--- src/rtl/core/lspf_pkg.sv ---
`default_nettype none
// ----------------------------------------------------------------------------
// lspf_pkg
// shared types and constants of the least-squares polynomial fit block
// ----------------------------------------------------------------------------
package lspf_pkg;

    // point limit per data set and width of the point counter
    localparam int MAX_POINTS  = 1024;
    localparam int CNT_W       = $clog2(MAX_POINTS + 1);

    // magnitude width of the exact determinant arithmetic
    localparam int MW          = 232;

    // depth of the queue between accumulator and solver
    localparam int QUEUE_DEPTH = 2;

    // column code meaning no column replaced (plain normal-matrix determinant)
    localparam logic [1:0] COL_NONE = 2'd3;

    typedef struct packed {
        logic signed [11:0] x_value;
        logic signed [15:0] y_value;
        logic               last_point;
    } t_in_word;

    typedef struct packed {
        logic signed [31:0] coef_const;
        logic signed [31:0] coef_linear;
        logic signed [31:0] coef_square;
        logic               singular;
        logic               saturated;
    } t_out_word;

    // finished data set handed from accumulator to solver
    typedef struct packed {
        logic [CNT_W-1:0] cnt;
        logic [63:0]      p1;
        logic [63:0]      p2;
        logic [63:0]      p3;
        logic [63:0]      p4;
        logic [63:0]      m0;
        logic [63:0]      m1;
        logic [63:0]      m2;
        logic             quad;
        logic             dropped;
    } t_sums_word;

    typedef enum logic [3:0] {
        ST_IDLE,
        ST_TERM,
        ST_LDB,
        ST_MUL,
        ST_MULEND,
        ST_DET,
        ST_OVF,
        ST_DIV,
        ST_SAT,
        ST_OUT
    } t_solve_state;

endpackage
`default_nettype wire

--- src/rtl/core/lspf_queue.sv ---
`default_nettype none
// ----------------------------------------------------------------------------
// lspf_queue
// short fifo of finished data sets between accumulator and solver
// ----------------------------------------------------------------------------
module lspf_queue import lspf_pkg::*; (
    input  wire        i_clk,
    input  wire        i_rst_n,
    input  wire        i_push,
    input  t_sums_word i_data,
    output logic       o_full,
    input  wire        i_pop,
    output logic       o_empty,
    output t_sums_word o_data
);

    localparam int PW = (QUEUE_DEPTH > 1) ? $clog2(QUEUE_DEPTH) : 1;
    localparam int CW = $clog2(QUEUE_DEPTH + 1);

    t_sums_word    r_mem [QUEUE_DEPTH];
    logic [PW-1:0] r_wr, r_rd;
    logic [CW-1:0] r_cnt;
    logic          w_push, w_pop;

    assign o_full  = (r_cnt == CW'(QUEUE_DEPTH));
    assign o_empty = (r_cnt == '0);
    assign o_data  = r_mem[r_rd];
    assign w_push  = i_push && !o_full;
    assign w_pop   = i_pop && !o_empty;

    always_ff @(posedge i_clk) begin
        if (w_push) begin
            r_mem[r_wr] <= i_data;
        end
    end

    always_ff @(posedge i_clk) begin
        if (!i_rst_n) begin
            r_wr  <= '0;
            r_rd  <= '0;
            r_cnt <= '0;
        end else begin
            if (w_push) begin
                r_wr <= (r_wr == PW'(QUEUE_DEPTH - 1)) ? '0 : r_wr + 1'b1;
            end
            if (w_pop) begin
                r_rd <= (r_rd == PW'(QUEUE_DEPTH - 1)) ? '0 : r_rd + 1'b1;
            end
            r_cnt <= r_cnt + CW'(w_push) - CW'(w_pop);
        end
    end

endmodule
`default_nettype wire

--- config.mk ---
export PLATFORM = sky130hd
export DESIGN_NAME = lspf_queue
export DESIGN_NICKNAME = d
export VERILOG_FILES = /design/src/rtl/core/lspf_pkg.sv /design/src/rtl/core/lspf_queue.sv
export SDC_FILE = /design/constraint.sdc
export NUM_CORES = 1
export LEC_CHECK = 0
export ABC_AREA = 1
export BUFFER_PORTS_ARGS = -buffer_cell sky130_fd_sc_hd__buf_2
export CORE_AREA = 2 2 364 366
export CTS_CLUSTER_SIZE = 30
export DETAILED_ROUTE_END_ITERATION = 7
export DIE_AREA = 0 0 366 368
export MAX_ROUTING_LAYER = met4
export PLACE_DENSITY = 0.55
export SLEW_MARGIN = 15
export SYNTH_ARGS = -nofsm -noshare
export SYNTH_HDL_FRONTEND = slang
export SYNTH_SLANG_ARGS = --single-unit
--- constraint.sdc ---
create_clock -name i_clk -period 20.5 [get_ports i_clk]
set_input_delay 2.05 -clock i_clk [delete_from_list [all_inputs] [get_ports i_clk]]
set_output_delay 2.05 -clock i_clk [all_outputs]
set_load 0.03 [all_outputs]
; Word-level counts from Yosys, hierarchy flattened
; Memories as Yosys holds them, arrays and structs flattened. A register that Yosys moved wholly into a read port is not among the register bits.
; Index checks and enable logic that the tools add are counted.
[classes]
add_sub_neg = 4
n_mul = 0
n_div = 0
order_cmp = 0
eq_ne = 1
shift = 0
n_mux = 6
bitwise = 0
reduce_logical = 5
[ops]
columns = cell, count
row1 = 2-to-1 mux 1 bit, 6
row2 = adder 1 bit (second input constant), 2
row3 = adder 2 x 1 -> 2 bit, 1
row4 = == test 2 bit (second input constant), 1
row5 = logical AND 1 bit, 2
row6 = logical NOT 1 bit, 2
row7 = logical NOT 2 bit, 1
row8 = subtractor 2 x 1 -> 2 bit, 1
[totals]
reg_bits = 4
latch_bits = 0
ram_bits = 922
romBits = 0
input_bits = 465
output_inout_bits = 463
elab_cells = 20
memories = 1
[mem_list]
columns = name, depth, word_bits, rd, rd_ports_with_merged_regs, wr, line
row1 = r_mem, 2, 461, 1, 1, 1, lspf_queue.sv:20  ; t_sums_word r_mem [QUEUE_DEPTH];

; Longest topological paths before layout
; Gate-level depths: netlist of the first run.
[depth]
word_depth = 5
ltp_mapped = 11
ltp_nobuf = 11

; Least setup slack after synthesis of the first run
; No wires, ideal clock.
[synth_timing]
kind = in2reg
start = input i_push
end = memory r_mem[0][0] (netlist bit) (enable)
setup_ns = 1.293
arrival_ns = 21.190
required_time_ns = 19.207
slack_ns = -1.983
stages = 2
path_buffers = 0
path_cell_list = nand2_1 -> nor2_1
[synth_via]
elab_chain_len = 3
[synth_lines]
columns = item, line
row1 = "start, declared", lspf_queue.sv:9  ; input wire i_push,
row2 = logical AND 1 bit, lspf_queue.sv:28  ; assign w_push = i_push && !o_full;
row3 = 2-to-1 mux 1 bit, lspf_queue.sv:32  ; if (w_push) begin
row4 = 2-to-1 mux 1 bit (not written as such), lspf_queue.sv:33  ; r_mem[r_wr] <= i_data;
row5 = "end, declared", lspf_queue.sv:20
; No other way between the ends.

==> results of run 1 <==
==> state kept, by name (all words and copies together) (netlist names), named ones only <==
name and count:
r_cnt 2, r_wr 1, r_rd 1, r_mem 922
==> through the flow <==
stage | hold slack (ps) | instance area, um2
2_1_floorplan | 467 | 34700
3_3_place_gp | 488 | 41200
3_5_place_dp | 503 | 41200
4_1_cts | 515 | 44200
5_1_grt | 546 | 44200
6_report | 507 | 44200
==> cells by family after synthesis <==
kind of cell | share of synthesized area, %
AO/OA/AOI/OAI | 0.0289
multiplexers | 18.1
AND/OR/NAND/NOR | 0.227
flip-flops | 80.1
adder cells (fa/ha/maj) | 0.0722
buffers and inverters | 1.42
==> per-layer routing <==
metal  GRT usage (%)  share of wire [%]  vias to the layer above
met5               -                  0                        -
met4            4.84                2.9                        0
met3            4.45                8.6                      145
met2            20.6                 51                      657
met1            12.8                 37                     8650
li1                -                  -                     7910
==> where the power goes <==
group | switching (mW) | internal, mW | total, mW
registers | 0.0700 | 2.41 | 2.48
logic | 1.14 | 0.626 | 1.77
clock network | 0.706 | 0.935 | 1.64
total | 1.92 | 3.97 | 5.89
==> cells in the mapped netlist <==
cell type,instances
sky130_fd_sc_hd__nand2_1,9
sky130_fd_sc_hd__mux2_2,171
sky130_fd_sc_hd__buf_6,32
sky130_fd_sc_hd__mux2_4,290
sky130_fd_sc_hd__dfxtp_1,5
sky130_fd_sc_hd__inv_1,9
sky130_fd_sc_hd__buf_2,18
sky130_fd_sc_hd__a21oi_1,2
sky130_fd_sc_hd__nor2_1,8
sky130_fd_sc_hd__ha_1,2
sky130_fd_sc_hd__buf_4,1
sky130_fd_sc_hd__nand3_1,3
sky130_fd_sc_hd__edfxtp_1,922
==> worst max-delay path by stage <==
| stage | start | to | slack [ps] |
|---|---|---|---|
| global placement | i_push | r_mem[0][431]$_DFFE_PP_ | 13670 |
| floorplan | i_push | r_mem[0][0]$_DFFE_PP_ | 5850 |
| CTS | flop | o_data[373] | 14060 |
| global route | flop | o_data[407] | 13940 |
| finish | flop | o_data[373] | 14170 |
| detailed placement | i_push | r_mem[0][234]$_DFFE_PP_ | 13690 |
==> worst reg2reg max path, stage by stage (launching register included) <==
cell	delay, ps
sky130_fd_sc_hd__dfxtp_1	350
sky130_fd_sc_hd__inv_1	60
sky130_fd_sc_hd__nand2_1	180
sky130_fd_sc_hd__nand2_1	150
sky130_fd_sc_hd__nor2_4	680
sky130_fd_sc_hd__buf_4	840
sky130_fd_sc_hd__buf_4	840
sky130_fd_sc_hd__buf_4	900
sky130_fd_sc_hd__buf_4	750
==> final cells by class <==
class / count / area, um2
fill: 12700 / 86600
sequential: 927 / 27800
multi-input combinational: 485 / 6400
timing repair buffer: 946 / 4810
clock buffer: 124 / 2570
tap: 1755 / 2200
clock inverter: 48 / 379
antenna: 22 / 55.1
inverter: 9 / 41.3
==> impl_metrics.json, run 1 <==
{
  "final-instance-count-excl-fill": 4316,
  "chipWidth_um": 366,
  "report.final.hold_viol_count": 0,
  "worst-r2r-cell-count": 8,
  "outcome": "finished, final reports clean",
  "yosysSeqAreaShare_pct": 80.1,
  "post_cts_hold_buffer_count": 0,
  "reg2reg_setup_slack_ps": 15340,
  "area.growth.synth_to_final_pct": 27.6,
  "synth-warning-count": 0,
  "largest_net_degree_at_the_start_of_global_routing": 147,
  "post-place-cells": 4122,
  "worstPathRequired_ps": 18450,
  "timing.critical_path.fanout_max": 63,
  "htreeDepth": 3,
  "synthesis.nets": 1939,
  "worst_clock_skew_ps": 17.8,
  "dr.first_iter.drc_count": 884,
  "crit_family": "buffers and inverters",
  "timing_worst_setup_path_type": "reg2out",
  "worst_setup_path_end_kind": "output pin",
  "final-max-slew-violation-count": 0,
  "maxCapViolations": 0,
  "grt_usage_pct": 12.2,
  "antenna_left": 0,
  "ir_drop_mv": 0.0778,
  "post_synth_top_area_cell": "sky130_fd_sc_hd__edfxtp_1",
  "yosysUniqueCellTypes": 13,
  "cts-buffers-inserted": 98,
  "crit_cells": 4,
  "post-route-drc-count": 0,
  "timing.critical_path.cells": "buf_4 -> buf_4 -> mux2_4 -> buf_2",
  "setup-violations-final": 0,
  "crit_path_top_delay_cell": "sky130_fd_sc_hd__buf_4",
  "tightest_slew_ps": 1300,
  "clock_latency_ps": 690,
  "number_of_antenna_violations_at_the_first_check_in_global_routing": 30,
  "yosys-top-cells-area": "sky130_fd_sc_hd__edfxtp_1 (80%), sky130_fd_sc_hd__mux2_4 (13%), sky130_fd_sc_hd__mux2_2 (5.6%)",
  "die_height_um": 368,
  "layout.cells.most_common": "sky130_fd_sc_hd__buf_2",
  "initial_utilization_pct": 26.5,
  "slew-limit-headroom_pct": 13.5,
  "powerDensity_nw_per_um2": 133,
  "grt.overflow.total": 0,
  "ioPinCount": 928,
  "power.static_leakage_nw": 16.7,
  "worstPathArrival_ps": 4280,
  "vias_in_the_first_global_route": 17600,
  "layout_common_cells": "sky130_fd_sc_hd__buf_2 (927), sky130_fd_sc_hd__edfxtp_1 (922), sky130_fd_sc_hd__mux2_4 (290)",
  "rsz0062_at_grt": "false",
  "clkTransAtPathRegs_ps": 60,
  "final_critical_path_setup_slack_ps": 14170,
  "grt_first_pass_wirelength_um": 116000,
  "critical-path-top-cell-by-count": "sky130_fd_sc_hd__buf_4",
  "post-dp-hpwl_um": 59000,
  "port_buffers": 927,
  "cts_setup_buffers": 0,
  "wl_um": 83900,
  "detail_route.vias_per_cell": 4.02,
  "buffer_and_inverter_count_on_the_worst_path": 3,
  "worst_hold_startpoint": "r_rd$_SDFFE_PN0P_",
  "timing.rr.start": "r_cnt[0]$_SDFF_PN0_",
  "std_cell_rows": 133,
  "ctsLongestPathBuffers": 3,
  "drt_pass1_iterations": 4,
  "whs_endpoint": "r_rd$_SDFFE_PN0P_",
  "reg2reg_to": "r_mem[0][432]$_DFFE_PP_",
  "cts-resized-gates": 0,
  "postSynthCellCount": 1472,
  "min_period_over_period_pct": 30.9,
  "worst_path_largest_cell_delay_ps": 1040,
  "gp_congestion": 0.784,
  "die_footprint_um2": 135000,
  "worst_setup_slack_before_clock_tree_synthesis_ps": 13690,
  "postSynthAreaPerCell_um2": 23.6,
  "timing.fmax_mhz": 158,
  "totalPowerFinal_mw": 5.89,
  "drive_gt1_share_pct": 60.3,
  "cts.sinks": 927,
  "worstHoldPathType": "reg2reg",
  "startpoint_type": "flop",
  "synth-seq-cells": 927,
  "fin_nets": 2934,
  "totalNegativeSetupSlack_ps": 0,
  "synth.cell_area_um2": 34700,
  "final_period_minus_worst_setup_slack_ps": 6330,
  "core_area_um2": 131000,
  "dr_total_vias": 17400,
  "cts_tree": "built",
  "min_delay_path_depth": 2,
  "routed_wire_length_per_instance_um": 19.4,
  "final_core_utilization_pct": 33.8,
  "post-synth-top-area-fraction_pct": 79.9,
  "cts_root_buffer": "sky130_fd_sc_hd__clkbuf_16"
}
Power figures use the tool's default switching activity.
==> inputs of run 2 (changes only) <==
--- a/config.mk
+++ b/config.mk
@@ -5,14 +5,14 @@
 export SDC_FILE = /design/constraint.sdc
 export NUM_CORES = 1
 export LEC_CHECK = 0
-export ABC_AREA = 1
+export ABC_AREA = 0
 export BUFFER_PORTS_ARGS = -buffer_cell sky130_fd_sc_hd__buf_2
 export CORE_AREA = 2 2 364 366
 export CTS_CLUSTER_SIZE = 30
 export DETAILED_ROUTE_END_ITERATION = 7
 export DIE_AREA = 0 0 366 368
 export MAX_ROUTING_LAYER = met4
-export PLACE_DENSITY = 0.55
+export PLACE_DENSITY = 0.53
 export SLEW_MARGIN = 15
 export SYNTH_ARGS = -nofsm -noshare
 export SYNTH_HDL_FRONTEND = slang
==> constraint.sdc (replaced) <==
create_clock -name i_clk -period 6.55 [get_ports i_clk]
set_input_delay 0.655 -clock i_clk [delete_from_list [all_inputs] [get_ports i_clk]]
set_output_delay 0.655 -clock i_clk [all_outputs]
set_load 0.03 [all_outputs]
==> run 2 against run 1 <==
Compared with the run above:
- via count up 0.17%
- worst hold slack lost 350 ps
- wire length increased by 1.1%
- clock skew rose by 11 ps
- die area stayed put
- power grew to 3.4 times the previous value
- clock-buffer cell count up 2
- final cell count up 0.28%
- clock power grew to 3.3 times the previous value
- sequential power rose to 3.2 times the previous value
- critical path type unchanged
- sequential share of layout area fell by 0.48 points
- final area grew 0.78%
==> impl_metrics.json, run 2 <==
{
  "final_period_minus_worst_setup_slack_ps": 3660,
  "antenna_left": 0,
  "worstPathArrival_ps": 3000,
  "area.growth.synth_to_final_pct": 28.5,
  "synthArstFlopShare_pct": 0,
  "post-dp-hpwl_um": 60200,
  "cts_tree": "built",
  "post-synth-top-area-fraction_pct": 79.8,
  "drt_pass1_iterations": 5,
  "synthesis.nets": 1928,
  "synth_compound_area_share_pct": 0.0216,
  "largest_reg_flops": 922,
  "cts-buffers-inserted": 99,
  "grt.overflow.total": 0,
  "grt_usage_pct": 12.4,
  "dr.first_iter.drc_count": 925,
  "layout_common_cells": "sky130_fd_sc_hd__buf_2 (927), sky130_fd_sc_hd__edfxtp_1 (922), sky130_fd_sc_hd__mux2_4 (290)",
  "cts.sinks": 927,
  "synth_most_common_cell": "sky130_fd_sc_hd__edfxtp_1",
  "worst-r2r-cell-count": 5,
  "grt_first_pass_wirelength_um": 119000,
  "post_cts_hold_buffer_count": 0,
  "synth-seq-cells": 927,
  "clkTransAtPathRegs_ps": 60,
  "synth-adder-area-share_pct": 0.0722,
  "rsz0062_at_grt": "false",
  "worstHoldPathType": "in2reg",
  "largestRegisters": "r_mem (922), r_cnt (2)",
  "core_area_um2": 131000,
  "ioPinCount": 928,
  "detail_route.vias_per_cell": 4.02,
  "dr_total_vias": 17400,
  "startpoint_type": "flop",
  "max_flop_register": "r_mem",
  "die_height_um": 368,
  "postSynthCellCount": 1461,
  "post_synth_top_area_cell": "sky130_fd_sc_hd__edfxtp_1",
  "timing.rr.start": "r_cnt[0]$_SDFF_PN0_",
  "worstPathRequired_ps": 5890,
  "cts_root_buffer": "sky130_fd_sc_hd__clkbuf_16",
  "worst_hold_startpoint": "i_data[112]",
  "post_synth_most_frequent_cells": "sky130_fd_sc_hd__edfxtp_1 (922), sky130_fd_sc_hd__mux2_4 (290), sky130_fd_sc_hd__mux2_2 (171)",
  "flip_flop_cell_with_the_highest_count_after_synthesis": "sky130_fd_sc_hd__edfxtp_1",
  "synth-warning-count": 0,
  "yosysUniqueCellTypes": 19,
  "whs_endpoint": "r_mem[0][112]$_DFFE_PP_",
  "reg2reg_setup_slack_ps": 3860,
  "port_buffers": 927,
  "tightest_slew_ps": 990,
  "setup-violations-final": 0,
  "cts_setup_buffers": 0,
  "cts-resized-gates": 0,
  "powerDensity_nw_per_um2": 444,
  "fin_nets": 2941,
  "gp_congestion": 0.805,
  "clock_latency_ps": 680,
  "maxCapViolations": 0,
  "htreeDepth": 3,
  "combinational_family_with_the_most_area_after_synthesis": "multiplexers",
  "timing.critical_path.fanout_max": 93,
  "design_area_um2": 44600,
  "min_period_over_period_pct": 55.8,
  "outcome": "finished, final reports clean",
  "timing.fmax_mhz": 274,
  "worst_clock_skew_ps": 28.8,
  "synthSimpleGateAreaFrac_pct": 0.180,
  "yosysSeqAreaShare_pct": 80.1,
  "die_footprint_um2": 135000,
  "postSynthAreaPerCell_um2": 23.7,
  "power.static_leakage_nw": 16.8,
  "vias_in_the_first_global_route": 18200,
  "slew-limit-headroom_pct": 34.0,
  "layout.cells.most_common": "sky130_fd_sc_hd__buf_2",
  "wl_um": 84900,
  "routed_wire_length_per_instance_um": 19.6,
  "min_delay_path_depth": 1,
  "report.final.hold_viol_count": 0,
  "post-route-drc-count": 0,
  "yosys-top-cells-area": "sky130_fd_sc_hd__edfxtp_1 (80%), sky130_fd_sc_hd__mux2_4 (13%), sky130_fd_sc_hd__mux2_2 (5.6%)",
  "worst_setup_slack_before_clock_tree_synthesis_ps": 3470,
  "timing_worst_setup_path_type": "reg2out",
  "muxShareOfSynthArea_pct": 18.1,
  "final-max-slew-violation-count": 0,
  "multi_input_area_um2": 6430,
  "number_of_antenna_violations_at_the_first_check_in_global_routing": 26,
  "ctsLongestPathBuffers": 3,
  "yosys.area_share.xor_xnor_pct": 0.0505,
  "chipWidth_um": 366,
  "reg2reg_to": "r_mem[0][166]$_DFFE_PP_",
  "std_cell_rows": 133,
  "num-fill-cells": 12700,
  "drive_gt1_share_pct": 61.2,
  "initial_utilization_pct": 26.5,
  "worst_setup_path_end_kind": "output pin",
  "synth.cell_area_um2": 34700,
  "largest_net_degree_at_the_start_of_global_routing": 131,
  "final_critical_path_setup_slack_ps": 2890,
  "number_of_enable_type_register_cells_in_the_synthesized_netlist": 922,
  "ir_drop_mv": 0.295,
  "dpl-instance-area_um2": 41400,
  "seqCellArea_um2": 27800
}
run 2: changes by cell type after synthesis, moves of 2 or more:
cell | before | now
sky130_fd_sc_hd__buf_2 | 18 | 8
sky130_fd_sc_hd__buf_4 | 1 | 11
sky130_fd_sc_hd__nand2_1 | 9 | 2
sky130_fd_sc_hd__inv_1 | 9 | 3
sky130_fd_sc_hd__nand3_1 | 3 | 0
sky130_fd_sc_hd__nor2_1 | 8 | 5
sky130_fd_sc_hd__a21oi_1 | 2 | 0
sky130_fd_sc_hd__and2_1 | 0 | 2
sky130_fd_sc_hd__nand2b_1 | 0 | 2
run 2: layout make-up:
class | instances | share of cell area, %
Sequential cell | 927 | 62.3
Multi-Input combinational cell | 480 | 14.4
Timing Repair Buffer | 963 | 11.2
Clock buffer | 126 | 5.88
Tap cell | 1755 | 4.93
Clock inverter | 51 | 1.08
Antenna cell | 23 | 0.129
Inverter | 3 | 0.0253
run 2: per-stage QoR:
| step | cells | hold slack, ps | power (mW) | TNS (ps) | utilization [%] |
|---|---|---|---|---|---|
| after floorplan | 1461 | 481 | 13.1 | -684770 | - |
| after global placement | 4128 | 496 | 14.7 | 0 | 31.7 |
| after detailed placement | 4128 | 505 | 14.7 | 0 | 31.7 |
| after CTS | 4305 | 53.3 | 20.1 | 0 | 34.0 |
| after global routing | 4327 | 75.3 | 20.6 | 0 | 34.1 |
| final | 4328 | 153 | 19.8 | 0 | 34.1 |
run 2: routing by layer:
metal	global-route usage, %	share of wire, %	vias up
li1	-	-	7926
met1	12.8	37	8670
met2	21.3	52	649
met3	4.70	8.2	146
met4	4.52	3.0	0
met5	-	0	-
run 2: worst max path at each step:
stage	endpoint	slack, ps	cells past startpoint
3_5_place_dp	o_data[52]	3470	3
3_3_place_gp	o_data[52]	3470	3
4_1_cts	o_data[52]	2710	3
5_1_grt	o_data[52]	2690	3
2_1_floorplan	r_mem[0][0]$_DFFE_PP_	-1370	2
6_report	o_data[52]	2890	3
run 2: cells by family (layout without fill, tap and decap cells):
kind of cell / count (synthesis) / count (layout)
compound gates: 1 / 1
xor+xnor: 2 / 2
fa+ha+maj: 2 / 2
buf+inv: 54 / 1143
flops: 927 / 927
mux: 462 / 462
other cells: 0 / 23
simple gates: 13 / 13
run 2: power by group:
part	switching (mW)	leakage, nW	internal [mW]
logic	4.22	6.64	2.36
clock network	2.26	1.51	3.07
registers	0.259	8.65	7.65
run 2: worst max-delay path, stage by stage (launching register included):
cell and delay, ps:
sky130_fd_sc_hd__dfxtp_4 940, sky130_fd_sc_hd__buf_12 570, sky130_fd_sc_hd__mux2_2 420, sky130_fd_sc_hd__buf_2 180
==> inputs of run 3 (changes only) <==
==> constraint.sdc (replaced) <==
create_clock -name i_clk -period 3.6 [get_ports i_clk]
set_input_delay 0.36 -clock i_clk [delete_from_list [all_inputs] [get_ports i_clk]]
set_output_delay 0.36 -clock i_clk [all_outputs]
set_load 0.03 [all_outputs]
==> run 3 against run 2 <==
Compared with the run above:
- clock-buffer cell count is 8 lower
- final area is 11% higher
- clock power is 89% higher
- worst hold slack worse by 67 ps
- wire length is 6.4% higher
- die area stayed put
- setup slack worse by 2200 ps
- critical path depth is 1 higher
- power is 87% higher
- sequential power is 81% higher
- utilization is 3.8 points higher
- critical path type unchanged
- largest cell class unchanged
==> impl_metrics.json, run 3 (synthesis results as in run 2) <==
{
  "startpoint_type": "flop",
  "setup-violations-final": 0,
  "crit_path_top_delay_cell": "sky130_fd_sc_hd__dfxtp_4",
  "met3_usage_pct": 3.96,
  "core_area_um2": 131000,
  "grt.overflow.total": 0,
  "rsz0062_at_grt": "false",
  "worstPathArrival_ps": 2570,
  "cts-resized-gates": 0,
  "gp_congestion": 0.789,
  "clkTransAtPathRegs_ps": 60,
  "critical-path-top-cell-by-count": "sky130_fd_sc_hd__buf_12",
  "htreeDepth": 3,
  "timing.fmax_mhz": 341,
  "use_met2_pct": 22.7,
  "wl_um": 90300,
  "worst_clock_skew_ps": 24.0,
  "chipWidth_um": 366,
  "number_of_antenna_violations_at_the_first_check_in_global_routing": 13,
  "drive_gt1_share_pct": 52.6,
  "area.growth.synth_to_final_pct": 43.0,
  "max_flop_register": "r_mem",
  "layout_common_cells": "sky130_fd_sc_hd__buf_2 (927), sky130_fd_sc_hd__edfxtp_1 (922), sky130_fd_sc_hd__dlygate4sd3_1 (461)",
  "dr_total_vias": 19200,
  "post-route-drc-count": 0,
  "final-max-slew-violation-count": 0,
  "cts-buffers-inserted": 99,
  "report.final.hold_viol_count": 0,
  "final.hold.worst_slack_ps": 86.2,
  "power.static_leakage_nw": 19.0,
  "fin_nets": 3422,
  "cts_setup_buffers": 0,
  "worst_setup_path_end_kind": "output pin",
  "die_height_um": 368,
  "final_critical_path_setup_slack_ps": 666,
  "grtUsageMet1_pct": 14.5,
  "ctsLongestPathBuffers": 3,
  "crit_family": "buffers and inverters",
  "design_area_um2": 49600,
  "die_footprint_um2": 135000,
  "final_period_minus_worst_setup_slack_ps": 2930,
  "cts.sinks": 927,
  "dpl-instance-area_um2": 41700,
  "timing.critical_path.cells": "buf_12 -> buf_12 -> mux2_4 -> buf_2",
  "largest_net_degree_at_the_start_of_global_routing": 113,
  "initial_utilization_pct": 26.5,
  "ioPinCount": 928,
  "powerDensity_nw_per_um2": 747,
  "buffer_and_inverter_count_on_the_worst_path": 3,
  "outcome": "finished, final reports clean",
  "grt_usage_pct": 13.3,
  "maxCapViolations": 0,
  "drt_pass1_iterations": 5,
  "largestRegisters": "r_mem (922), r_cnt (2)",
  "layout.cells.most_common": "sky130_fd_sc_hd__buf_2",
  "port_buffers": 927,
  "grt_first_pass_wirelength_um": 130000,
  "clock_latency_ps": 690,
  "ir_drop_mv": 0.576,
  "vias_in_the_first_global_route": 20400,
  "detail_route.vias_per_cell": 3.98,
  "worstHoldPathType": "in2reg",
  "num-fill-cells": 12300,
  "tightest_slew_ps": 821,
  "worstPathRequired_ps": 3240,
  "totalNegativeSetupSlack_ps": 0,
  "timing.critical_path.fanout_max": 51,
  "std_cell_rows": 133,
  "min_period_over_period_pct": 81.5,
  "slew-limit-headroom_pct": 45.3,
  "cts_root_buffer": "sky130_fd_sc_hd__clkbuf_16",
  "worst_setup_slack_before_clock_tree_synthesis_ps": 1300,
  "antenna_left": 0,
  "timing_worst_setup_path_type": "reg2out",
  "routed_wire_length_per_instance_um": 18.8,
  "cts_tree": "built",
  "post_cts_hold_buffer_count": 461,
  "worst_path_largest_cell_delay_ps": 630,
  "largest_reg_flops": 922,
  "gr_peak_layer": "met2",
  "dr.first_iter.drc_count": 1194,
  "post-dp-hpwl_um": 64300
}
-- run 3: per-stage QoR --
stage	util [%]	power (mW)	instances
floorplan	-	23.8	1461
global placement	31.9	27.0	4148
detailed placement	31.9	27.0	4148
CTS	37.9	37.6	4793
global route	37.9	38.5	4806
finish	37.9	37.1	4808
-- run 3: per-layer routing --
layer | part of all wire (%) | wire length (um) | up-vias
li1 | - | - | 8884
met1 | 39 | 34900 | 9449
met2 | 51 | 46300 | 682
met3 | 7.0 | 6350 | 138
met4 | 3.1 | 2770 | 0
met5 | 0 | 0 | -
-- run 3: power by group --
| group | internal [mW] | switching (mW) | leakage [nW] |
|---|---|---|---|
| Combinational | 4.75 | 7.91 | 8.70 |
| Sequential | 13.9 | 0.438 | 8.65 |
| Clock | 5.88 | 4.18 | 1.60 |
-- run 3: layout make-up --
cell class / count / area (um2) / share of cell area, %
Timing Repair Buffer: 1444 / 9870 / 19.9
Antenna cell: 15 / 37.5 / 0.0757
Inverter: 3 / 11.3 / 0.0227
Sequential cell: 927 / 27800 / 56.0
Clock inverter: 66 / 668 / 1.35
Clock buffer: 118 / 2590 / 5.22
Multi-Input combinational cell: 480 / 6430 / 13.0
Tap cell: 1755 / 2200 / 4.43
-- run 3: final timing paths --
path | startpoint | to | slack, ps | cells after the start
max reg2reg | r_cnt[0]$_SDFF_PN0_ | r_mem[1][49]$_DFFE_PP_ | 1500 | 4
max | flop | o_data[275] | 670 | 4
min reg2reg | r_rd$_SDFFE_PN0P_ | flop | 510 | 2
min | i_data[335] | r_mem[1][335]$_DFFE_PP_ | 90 | 1
